<file path="src/rtl/cc20_pkg.sv">
package cc20_pkg;

  localparam int unsigned BLOCK_WORDS = 16;
  localparam int unsigned ROUNDS      = 20;
  localparam int unsigned BLOCK_BYTES = 64;

  typedef logic [BLOCK_WORDS-1:0][31:0] word_arr_t;

  // "expand 32-byte k"
  localparam logic [31:0] SIGMA_0 = 32'h6170_7865;
  localparam logic [31:0] SIGMA_1 = 32'h3320_646e;
  localparam logic [31:0] SIGMA_2 = 32'h7962_2d32;
  localparam logic [31:0] SIGMA_3 = 32'h6b20_6574;

  // register indexes, byte address is 8 * index
  localparam logic [2:0] REG_KEY_0      = 3'd0;
  localparam logic [2:0] REG_KEY_1      = 3'd1;
  localparam logic [2:0] REG_KEY_2      = 3'd2;
  localparam logic [2:0] REG_KEY_3      = 3'd3;
  localparam logic [2:0] REG_NONCE_LOW  = 3'd4;
  localparam logic [2:0] REG_NONCE_HIGH = 3'd5;

  localparam logic [0:0] ACT_CRYPT   = 1'b0;
  localparam logic [0:0] ACT_RESTART = 1'b1;

  typedef enum logic [2:0] {
    ST_IDLE,
    ST_ROUND,
    ST_FINAL,
    ST_READ
  } ctl_state_e;

  typedef struct packed {
    logic       start;
    logic [3:0] sel;
  } core_ctrl_t;

  typedef struct packed {
    logic busy;
    logic done;
  } core_stat_t;

  function automatic logic [31:0] rotl32(input logic [31:0] v, input logic [4:0] n);
    return (v << n) | (v >> (6'd32 - {1'b0, n}));
  endfunction

endpackage

</file>
<file path="src/rtl/cc20_core.sv">
module cc20_core (
  input  logic                clk_i,
  input  logic                rst_ni,
  input  cc20_pkg::core_ctrl_t ctrl_i,
  input  cc20_pkg::word_arr_t init_i,
  output cc20_pkg::core_stat_t stat_o,
  output logic [31:0]         ks_word_o
);
  import cc20_pkg::*;

  localparam logic [4:0] LAST_ROUND = 5'(ROUNDS - 1);

  word_arr_t  w_q, w_d;
  word_arr_t  init_q;
  logic       busy_q, busy_d;
  logic [4:0] rnd_q, rnd_d;
  logic [1:0] step_q, step_d;
  logic       last_step;

  assign last_step = (rnd_q == LAST_ROUND) && (step_q == 2'd3);

  // one line of the quarter round on all four lanes per cycle
  always_comb begin
    logic [3:0]  ia, ib, ic, id;
    logic [1:0]  qq;
    logic [31:0] t;
    logic        diag;
    ia     = '0;
    ib     = '0;
    ic     = '0;
    id     = '0;
    qq     = '0;
    t      = '0;
    w_d    = w_q;
    busy_d = busy_q;
    rnd_d  = rnd_q;
    step_d = step_q;
    diag   = rnd_q[0];
    if (ctrl_i.start) begin
      w_d    = init_i;
      busy_d = 1'b1;
      rnd_d  = '0;
      step_d = '0;
    end else if (busy_q) begin
      for (int q = 0; q < 4; q++) begin
        qq = 2'(q);
        ia = {2'b00, qq};
        ib = {2'b01, qq + {1'b0, diag}};
        ic = {2'b10, qq + {diag, 1'b0}};
        id = {2'b11, qq + {diag, diag}};
        case (step_q)
          2'd0: begin
            t      = w_q[ia] + w_q[ib];
            w_d[ia] = t;
            w_d[id] = rotl32(w_q[id] ^ t, 5'd16);
          end
          2'd1: begin
            t      = w_q[ic] + w_q[id];
            w_d[ic] = t;
            w_d[ib] = rotl32(w_q[ib] ^ t, 5'd12);
          end
          2'd2: begin
            t      = w_q[ia] + w_q[ib];
            w_d[ia] = t;
            w_d[id] = rotl32(w_q[id] ^ t, 5'd8);
          end
          default: begin
            t      = w_q[ic] + w_q[id];
            w_d[ic] = t;
            w_d[ib] = rotl32(w_q[ib] ^ t, 5'd7);
          end
        endcase
      end
      step_d = step_q + 2'd1;
      if (step_q == 2'd3) begin
        rnd_d = rnd_q + 5'd1;
      end
      if (last_step) begin
        busy_d = 1'b0;
      end
    end
  end

  always_ff @(posedge clk_i or negedge rst_ni) begin
    if (!rst_ni) begin
      busy_q <= 1'b0;
      rnd_q  <= '0;
      step_q <= '0;
    end else begin
      busy_q <= busy_d;
      rnd_q  <= rnd_d;
      step_q <= step_d;
    end
  end

  always_ff @(posedge clk_i) begin
    w_q <= w_d;
    if (ctrl_i.start) begin
      init_q <= init_i;
    end
  end

  assign stat_o.busy = busy_q;
  assign stat_o.done = busy_q && last_step;
  assign ks_word_o   = w_q[ctrl_i.sel] + init_q[ctrl_i.sel];

  a_start_idle: assert property (@(posedge clk_i) disable iff (!rst_ni)
    ctrl_i.start |-> !busy_q)
    else $error("core started while busy");

  a_done_ends: assert property (@(posedge clk_i) disable iff (!rst_ni)
    stat_o.done |=> !busy_q && rnd_q == 5'(ROUNDS) && step_q == 2'd0)
    else $error("core finished after wrong round count");

endmodule

</file>
<file path="src/rtl/chacha20_stream_xor.sv">
// channel  dir  handshake                     payload
// in       in   in_valid_i / in_ready_o       action_i, data_in_i
// out      out  out_valid_o / out_ready_i     data_out_o
// cfg      in   psel, penable, pwrite, pready paddr, pwdata, prdata
//
// a crypt request with bytes left in the block reads its keystream word into a register,
// then xors the selected byte with the input byte into the output register
// a crypt request on a used-up block first runs the 20 rounds of the block function and
// writes the 16 words back into the keystream memory; a restart request answers next cycle
// the next request is taken only once the previous result has been taken
// reset: registers zero, block counter 1, position 64 so the first byte makes a block
module chacha20_stream_xor (
  input  logic        clk_i,
  input  logic        rst_ni,
  input  logic        in_valid_i,
  output logic        in_ready_o,
  input  logic        action_i,
  input  logic [7:0]  data_in_i,
  output logic        out_valid_o,
  input  logic        out_ready_i,
  output logic [7:0]  data_out_o,
  input  logic        psel,
  input  logic        penable,
  input  logic        pwrite,
  input  logic [5:0]  paddr,
  input  logic [63:0] pwdata,
  output logic [63:0] prdata,
  output logic        pready
);
  import cc20_pkg::*;

  ctl_state_e  state_q, state_d;
  logic [63:0] key0_q, key1_q, key2_q, key3_q, nonce_lo_q;
  logic [31:0] nonce_hi_q;
  logic [6:0]  pos_q, pos_d;
  logic [31:0] cnt_q, cnt_d;
  logic [3:0]  widx_q, widx_d;
  logic [1:0]  bsel_q, bsel_d;
  logic [7:0]  din_q, din_d;
  logic        out_valid_q, out_valid_d;
  logic [7:0]  data_out_q, data_out_d;

  logic        in_fire, cfg_we;
  logic [2:0]  reg_idx;
  word_arr_t   init_w;
  core_ctrl_t  core_ctrl;
  core_stat_t  core_stat;
  logic [31:0] ks_word;

  logic [31:0] ks_mem [BLOCK_WORDS];
  logic        mem_we, mem_re;
  logic [3:0]  mem_raddr;
  logic [31:0] mem_rdata_q;
  logic [7:0]  ks_byte;

  assign in_ready_o  = (state_q == ST_IDLE) && !out_valid_q;
  assign in_fire     = in_valid_i && in_ready_o;
  assign out_valid_o = out_valid_q;
  assign data_out_o  = data_out_q;

  // configuration port
  assign pready  = 1'b1;
  assign reg_idx = paddr[5:3];
  assign cfg_we  = psel && penable && pwrite && pready;

  always_comb begin
    unique case (reg_idx)
      REG_KEY_0:      prdata = key0_q;
      REG_KEY_1:      prdata = key1_q;
      REG_KEY_2:      prdata = key2_q;
      REG_KEY_3:      prdata = key3_q;
      REG_NONCE_LOW:  prdata = nonce_lo_q;
      REG_NONCE_HIGH: prdata = {32'd0, nonce_hi_q};
      default:        prdata = '0;
    endcase
  end

  always_ff @(posedge clk_i or negedge rst_ni) begin
    if (!rst_ni) begin
      key0_q     <= '0;
      key1_q     <= '0;
      key2_q     <= '0;
      key3_q     <= '0;
      nonce_lo_q <= '0;
      nonce_hi_q <= '0;
    end else if (cfg_we) begin
      unique case (reg_idx)
        REG_KEY_0:      key0_q     <= pwdata;
        REG_KEY_1:      key1_q     <= pwdata;
        REG_KEY_2:      key2_q     <= pwdata;
        REG_KEY_3:      key3_q     <= pwdata;
        REG_NONCE_LOW:  nonce_lo_q <= pwdata;
        REG_NONCE_HIGH: nonce_hi_q <= pwdata[31:0];
        default: ;
      endcase
    end
  end

  // block function input words
  always_comb begin
    init_w[0]  = SIGMA_0;
    init_w[1]  = SIGMA_1;
    init_w[2]  = SIGMA_2;
    init_w[3]  = SIGMA_3;
    init_w[4]  = key0_q[31:0];
    init_w[5]  = key0_q[63:32];
    init_w[6]  = key1_q[31:0];
    init_w[7]  = key1_q[63:32];
    init_w[8]  = key2_q[31:0];
    init_w[9]  = key2_q[63:32];
    init_w[10] = key3_q[31:0];
    init_w[11] = key3_q[63:32];
    init_w[12] = cnt_q;
    init_w[13] = nonce_lo_q[31:0];
    init_w[14] = nonce_lo_q[63:32];
    init_w[15] = nonce_hi_q;
  end

  cc20_core u_core (
    .clk_i     (clk_i),
    .rst_ni    (rst_ni),
    .ctrl_i    (core_ctrl),
    .init_i    (init_w),
    .stat_o    (core_stat),
    .ks_word_o (ks_word)
  );

  always_comb begin
    case (bsel_q)
      2'd0:    ks_byte = mem_rdata_q[7:0];
      2'd1:    ks_byte = mem_rdata_q[15:8];
      2'd2:    ks_byte = mem_rdata_q[23:16];
      default: ks_byte = mem_rdata_q[31:24];
    endcase
  end

  // next state
  always_comb begin
    state_d = state_q;
    unique case (state_q)
      ST_IDLE: begin
        if (in_fire && action_i == ACT_CRYPT) begin
          state_d = pos_q[6] ? ST_ROUND : ST_READ;
        end
      end
      ST_ROUND: begin
        if (core_stat.done) begin
          state_d = ST_FINAL;
        end
      end
      ST_FINAL: begin
        if (widx_q == 4'(BLOCK_WORDS - 1)) begin
          state_d = ST_READ;
        end
      end
      ST_READ: state_d = ST_IDLE;
      default: state_d = ST_IDLE;
    endcase
  end

  // datapath and control outputs
  always_comb begin
    pos_d          = pos_q;
    cnt_d          = cnt_q;
    widx_d         = widx_q;
    bsel_d         = bsel_q;
    din_d          = din_q;
    out_valid_d    = out_valid_q;
    data_out_d     = data_out_q;
    core_ctrl.start = 1'b0;
    core_ctrl.sel   = widx_q;
    mem_we         = 1'b0;
    mem_re         = 1'b0;
    mem_raddr      = pos_q[5:2];
    if (out_valid_q && out_ready_i) begin
      out_valid_d = 1'b0;
    end
    unique case (state_q)
      ST_IDLE: begin
        if (in_fire) begin
          din_d = data_in_i;
          if (action_i == ACT_RESTART) begin
            cnt_d       = 32'd1;
            pos_d       = 7'(BLOCK_BYTES);
            data_out_d  = '0;
            out_valid_d = 1'b1;
          end else if (pos_q[6]) begin
            core_ctrl.start = 1'b1;
            cnt_d           = cnt_q + 32'd1;
            widx_d          = '0;
          end else begin
            mem_re = 1'b1;
            bsel_d = pos_q[1:0];
            pos_d  = pos_q + 7'd1;
          end
        end
      end
      ST_ROUND: ;
      ST_FINAL: begin
        mem_we = 1'b1;
        widx_d = widx_q + 4'd1;
        if (widx_q == 4'(BLOCK_WORDS - 1)) begin
          // fresh block, first byte comes from word 0
          mem_re    = 1'b1;
          mem_raddr = '0;
          bsel_d    = '0;
          pos_d     = 7'd1;
        end
      end
      ST_READ: begin
        data_out_d  = din_q ^ ks_byte;
        out_valid_d = 1'b1;
      end
      default: ;
    endcase
  end

  always_ff @(posedge clk_i or negedge rst_ni) begin
    if (!rst_ni) begin
      state_q     <= ST_IDLE;
      pos_q       <= 7'(BLOCK_BYTES);
      cnt_q       <= 32'd1;
      widx_q      <= '0;
      out_valid_q <= 1'b0;
    end else begin
      state_q     <= state_d;
      pos_q       <= pos_d;
      cnt_q       <= cnt_d;
      widx_q      <= widx_d;
      out_valid_q <= out_valid_d;
    end
  end

  always_ff @(posedge clk_i) begin
    bsel_q     <= bsel_d;
    din_q      <= din_d;
    data_out_q <= data_out_d;
  end

  // keystream memory, one word per entry
  always_ff @(posedge clk_i) begin
    if (mem_we) begin
      ks_mem[widx_q] <= ks_word;
    end
    if (mem_re) begin
      mem_rdata_q <= ks_mem[mem_raddr];
    end
  end

  a_pos_range: assert property (@(posedge clk_i) disable iff (!rst_ni)
    pos_q <= 7'(BLOCK_BYTES))
    else $error("keystream position out of range");

  a_refill_on_empty: assert property (@(posedge clk_i) disable iff (!rst_ni)
    in_fire && action_i == ACT_CRYPT && pos_q[6] |=> state_q == ST_ROUND && core_stat.busy)
    else $error("used-up block did not start a refill");

  a_restart: assert property (@(posedge clk_i) disable iff (!rst_ni)
    in_fire && action_i == ACT_RESTART |=>
      cnt_q == 32'd1 && pos_q == 7'(BLOCK_BYTES) && out_valid_q && data_out_q == 8'd0)
    else $error("restart request mishandled");

  a_read_gives_result: assert property (@(posedge clk_i) disable iff (!rst_ni)
    state_q == ST_READ |=> out_valid_q && state_q == ST_IDLE)
    else $error("keystream read produced no result");

  a_done_in_round: assert property (@(posedge clk_i) disable iff (!rst_ni)
    core_stat.done |-> state_q == ST_ROUND)
    else $error("round unit finished outside refill");

endmodule
</file>
<file path="config.mk">
export PLATFORM = sky130hd
export DESIGN_NAME = chacha20_stream_xor
export DESIGN_NICKNAME = d
export VERILOG_FILES = /design/src/rtl/cc20_pkg.sv /design/src/rtl/cc20_core.sv /design/src/rtl/chacha20_stream_xor.sv
export SDC_FILE = /design/constraint.sdc
export NUM_CORES = 2
export LEC_CHECK = 0
export BUFFER_PORTS_ARGS = -buffer_cell sky130_fd_sc_hd__buf_4
export CORE_ASPECT_RATIO = 2
export CORE_MARGIN = 3
export CORE_UTILIZATION = 61
export CTS_CLUSTER_DIAMETER = 60
export CTS_CLUSTER_SIZE = 12
export DETAILED_ROUTE_END_ITERATION = 16
export GPL_ROUTABILITY_DRIVEN = 1
export PLACE_DENSITY = 0.77
export SLEW_MARGIN = 20
export SYNTH_ARGS = -nofsm -noshare
export SYNTH_HDL_FRONTEND = slang
export SYNTH_SLANG_ARGS = --single-unit
</file>
<file path="constraint.sdc">
create_clock -name clk_i -period 20.6 [get_ports clk_i]
set_input_delay 3.09 -clock clk_i [delete_from_list [all_inputs] [get_ports clk_i]]
set_output_delay 3.09 -clock clk_i [all_outputs]
set_load 0.02 [all_outputs]
</file>
==> results of run 1 <==
-- synthesized netlist by cell type, types with 51 or more instances --
library cell	instances
o21ai_0	601
mux2i_1	218
nor2_1	531
edfxtp_1	1330
nand2b_1	58
o22ai_1	56
a21o_1	136
mux2_2	746
xor2_1	276
xnor2_1	386
nand3_1	359
inv_1	188
a22oi_1	273
o31ai_1	51
a211oi_1	86
and2_1	80
clkbuf_1	530
o211ai_1	75
a21oi_1	684
and3_1	72
nor3_1	106
a221o_1	111
dfxtp_1	128
buf_2	95
nand2_1	1045
mux4_2	304
a221oi_1	127
buf_1	103
dfrtp_1	404
ha_1	298
a31oi_1	117
a22o_1	126
-- metrics by stage --
| stage | util (%) | hold slack (ns) | setup slack (ns) | area (um2) | instances |
|---|---|---|---|---|---|
| detailed placement | 63.87 | 0.4833 | 11.44 | 120100 | 12750 |
| global placement | 63.83 | 0.4706 | 11.56 | 120000 | 12750 |
| CTS | 66.80 | 0.4789 | 11.41 | 125600 | 13090 |
| floorplan | - | 0.4480 | 4.414 | 115400 | 10500 |
-- cell families after synthesis --
kind of cell | Yosys count
compound gates | 2951
simple gates | 2488
flops | 1864
mux | 1268
buf+inv | 930
xor+xnor | 691
fa+ha+maj | 307
other cells | 1
-- layer usage --
layer,GRT overflow,track usage (%)
met5,3,29.37
met4,1412,85.70
met3,41,62.64
met2,2991,100.4
met1,27,80.92
==> impl_metrics.py, run 1 <==
metrics = {
    "outcome": {
        "outcome": "aborted with a tool error",
        "stop_error": "[ERROR GRT-0116] Global routing finished with congestion. Check the congestion regions in the DRC Viewer.",
        "failing_step": "5_1_grt",
    },
    "global_route": {
        "grt_pass1_wl_um": 1155000,
        "gr-total-overflow": 4474,
        "grt_max_degree": 148,
        "first_global_vias": 123800,
        "track_usage_pct": 81.83,
    },
    "clocking": {
        "cts_sinks": 1864,
        "cts_buffers": 189,
        "clockBufferDepth": 4,
        "postCtsSetupBuffers": 0,
        "cts_max_level": 4,
        "ctsHoldBuffers": 0,
        "cts-root-buf": "clkbuf_16",
        "ctsResizeCount": 0,
    },
    "yosys": {
        "syn_area_per_cell_um2": 10.99,
        "yosys.area_share.simple_pct": 9.680,
        "yosysUniqueCellTypes": 122,
        "synth_compound_area_share_pct": 17.49,
        "synth_edf_count": 1330,
        "synth_top_area_cell": "edfxtp_1",
        "ys_seq_area_share_pct": 45.63,
        "async_flop_share_pct": 21.78,
        "synth-adder-area-share_pct": 3.387,
        "synth.area.top_cells": "edfxtp_1, dfrtp_1, mux2_2",
        "synth_top_area_share_pct": 34.60,
        "synth.mux.area_fraction_pct": 15.10,
        "syn_nets": 10890,
        "ys_warn_count": 0,
        "synth_flop_cell": "edfxtp_1",
        "synth-xor-area-share_pct": 5.560,
        "syn_inst": 10500,
        "synth_top_family_by_area": "compound AO/OA/AOI/OAI gates",
        "synth_area_mm2": 0.1154,
        "ys_ff_latch": 1864,
    },
    "die": {
        "die_h_um": 621.2,
        "start_util_pct": 61.37,
        "die_w_um": 313.6,
        "placementRows": 225,
        "ios": 161,
    },
    "placed_design": {
        "gp_congestion": 1.398,
        "place_hpwl_um": 512400,
        "io_buffer_count": 156,
    },
}
==> inputs of run 2 (changes only) <==
Settings changed: CORE_ASPECT_RATIO 2 to unset, CORE_UTILIZATION 61 to 40, CTS_CLUSTER_DIAMETER 60 to unset, CTS_CLUSTER_SIZE 12 to unset, PLACE_DENSITY 0.77 to unset, PLACE_DENSITY_LB_ADDON set to 0.15.
==> run 2 against run 1 <==
  * The flow now finishes without violations
  * Synthesized area is the same
  * Synthesized cell count unchanged
==> impl_metrics.py, run 2 <==
metrics = {
    "worst_setup_path": {
        "slowest_delay_ns": 1.00,
        "cp.required_ns": 21.25,
        "crit_chain": "buf_4 -> buf_4 -> buf_4 -> buf_4 -> buf_4 -> nand2_1 -> o21ai_1 -> ha_1 -> and3_1 -> nand3_1 -> a21bo_2 -> and2_1 -> o41a_1 -> xnor2_1 -> xor2_1 -> a221oi_1 -> o21ai_1",
        "slowest_stage": "a221oi_1",
        "crit_top_cell": "buf_4",
        "cp.buffers_inverters": 5,
        "crit_path_start": "u_core.rnd_q[0]",
        "start_kind": "flop",
        "crit_family": "buffers and inverters",
        "path_class": "reg -> reg",
        "crit_path_end": "u_core.w_q[453]",
        "cp_data_arrival_time_ns": 10.79,
        "reg2reg_depth": 17,
        "worst-path-stages": 17,
        "reg2reg_to": "u_core.w_q[453]",
        "rr_startpoint": "u_core.rnd_q[0]",
        "end_kind": "flop",
        "ff2ff_setup_slack_ns": 10.46,
        "worstPathMaxFanout": 61,
    },
    "sta": {
        "setup_violations": 0,
        "tns_ns": 0,
        "fin_ws_ns": 10.46,
        "tightest_slew_ns": 1.427,
        "rsz0062_at_grt": "false",
        "maxSlewViolCount": 0,
        "fmax_mhz": 98.62,
        "slew_headroom_pct": 4.872,
        "hold_viol": 0,
        "fin_crit_ns": 10.14,
        "skew_ns": 0.06824,
        "finalCritPeriodShare_pct": 49.22,
    },
    "power": {
        "power.density_mw_per_mm2": 70.00,
        "p_total_mw": 9.100,
        "power_leakage_nw": 47.70,
        "peakVddDrop_uv": 80.20,
    },
    "yosys": {
        "synth.area.top_cells": "edfxtp_1, dfrtp_1, mux2_2",
        "syn_inst": 10500,
        "synth_area_mm2": 0.1154,
        "synth_top_area_share_pct": 34.60,
        "syn_area_per_cell_um2": 10.99,
        "ys_seq_area_share_pct": 45.63,
        "yosysUniqueCellTypes": 122,
        "yosysMostFrequentCell": "edfxtp_1",
        "async_flop_share_pct": 21.78,
        "syn_nets": 10890,
        "ys_ff_latch": 1864,
        "synth_flop_cell": "edfxtp_1",
        "ys_warn_count": 0,
        "synth_edf_count": 1330,
        "synthTopCellsByCount": "edfxtp_1, nand2_1, mux2_2",
        "synth_top_area_cell": "edfxtp_1",
    },
    "clocking": {
        "cts_max_level": 4,
        "ctsHoldBuffers": 0,
        "cts_tree": "yes",
        "clockBufferDepth": 4,
        "cts_sinks": 1864,
        "clk_latency_ns": 0.99,
        "cts_buffers": 218,
        "postCtsSetupBuffers": 0,
        "cts-root-buf": "clkbuf_16",
        "ctsResizeCount": 0,
        "path_clk_slew_ns": 0.06,
    },
    "layout": {
        "final_cell_mix": "edfxtp_1, nand2_1, mux2_2, a21oi_1, o21ai_0",
        "synthToLayoutAreaGrowth_pct": 12.63,
        "final_nets": 10930,
        "fill_cells": 26380,
        "drive_above_1_share_pct": 20.75,
        "final_common_cell": "edfxtp_1",
        "seq_area_mm2": 0.05269,
        "reg_top3": "ks_mem: 512 flops, u_core.w_q: 512 flops, u_core.init_q: 384 flops",
        "multi_input_area_mm2": 0.05994,
        "final_util_pct": 45.42,
        "fin_cells": 14610,
    },
    "routing": {
        "wire_per_inst_um": 52.86,
        "postRouteAntennaNets": 0,
        "drcViolationCount": 0,
        "via_per_inst": 7.335,
        "route.final.wire_length_um": 772000,
        "drtPass1Iterations": 9,
        "vias": 107100,
        "drt_iter0_drc": 19240,
    },
    "placed_design": {
        "io_buffer_count": 156,
        "place_ws_ns": 11.17,
        "dp_cells": 14080,
        "gp_congestion": 1.151,
        "place_hpwl_um": 600400,
    },
    "die": {
        "die_h_um": 543.2,
        "start_util_pct": 40.33,
        "fp.dieArea_mm2": 0.2950,
        "ios": 161,
        "die_w_um": 543.2,
        "placementRows": 196,
        "core-area_mm2": 0.2862,
    },
    "global_route": {
        "first_global_vias": 95950,
        "grt_antenna_before_repair": 168,
        "grt_max_degree": 160,
        "grt_pass1_wl_um": 981800,
        "track_usage_pct": 50.75,
        "gr-total-overflow": 0,
    },
    "hold_path": {
        "whs_path_depth": 0,
        "hold_class": "reg -> reg",
    },
    "job": {
        "max_cap_violations": 0,
    },
    "outcome": {
        "outcome": "complete, no violations",
    },
}
run 2: worst min-delay path by stage:
stage / from / to / slack [ns]
4_1_cts: key1_q[52] / u_core.init_q[244] / 0.47
2_1_floorplan: u_core.w_q[76] / u_core.w_q[76] / 0.45
6_report: key1_q[52] / u_core.init_q[244] / 0.49
3_5_place_dp: key1_q[56] / u_core.init_q[248] / 0.48
5_1_grt: key1_q[52] / u_core.init_q[244] / 0.50
3_3_place_gp: u_core.w_q[48] / u_core.w_q[48] / 0.46
run 2: final cells by class:
class | instances | area share [%]
Sequential cell | 1864 | 40.53
Clock buffer | 272 | 4.542
Clock inverter | 136 | 1.089
Inverter | 192 | 0.5659
Antenna cell | 119 | 0.2291
Multi-Input combinational cell | 7706 | 46.11
Tap cell | 3762 | 3.621
Timing Repair Buffer | 555 | 3.316
run 2: kinds of logic after synthesis:
| group | synth area share [%] |
|---|---|
| buf+inv | 3.148 |
| fa+ha+maj | 3.387 |
| compound gates | 17.49 |
| other cells | 0.003249 |
| mux | 15.10 |
| flops | 45.63 |
| simple gates | 9.680 |
| xor+xnor | 5.560 |
run 2: layer usage:
metal | global-route usage [%] | up-vias | share of wire, %
met1 | 58.35 | 54550 | 35
met5 | 0 | - | 0.066
met2 | 69.48 | 9371 | 40
met4 | 45.57 | 79 | 11
li1 | - | 40650 | -
met3 | 24.32 | 2490 | 14
run 2: per-stage QoR:
stage | hold WS (ns) | area [um2]
after floorplan | 0.4480 | 115400
after global placement | 0.4646 | 122000
after detailed placement | 0.4833 | 122100
after CTS | 0.4750 | 129400
after global routing | 0.4972 | 129800
final | 0.4881 | 130000
run 2: report_power, final:
part | internal (mW) | switching, mW
Clock | 2.28 | 1.81
Combinational | 0.176 | 0.205
Sequential | 4.15 | 0.482
Total | 6.60 | 2.50
(Power assumes the default switching activity.)
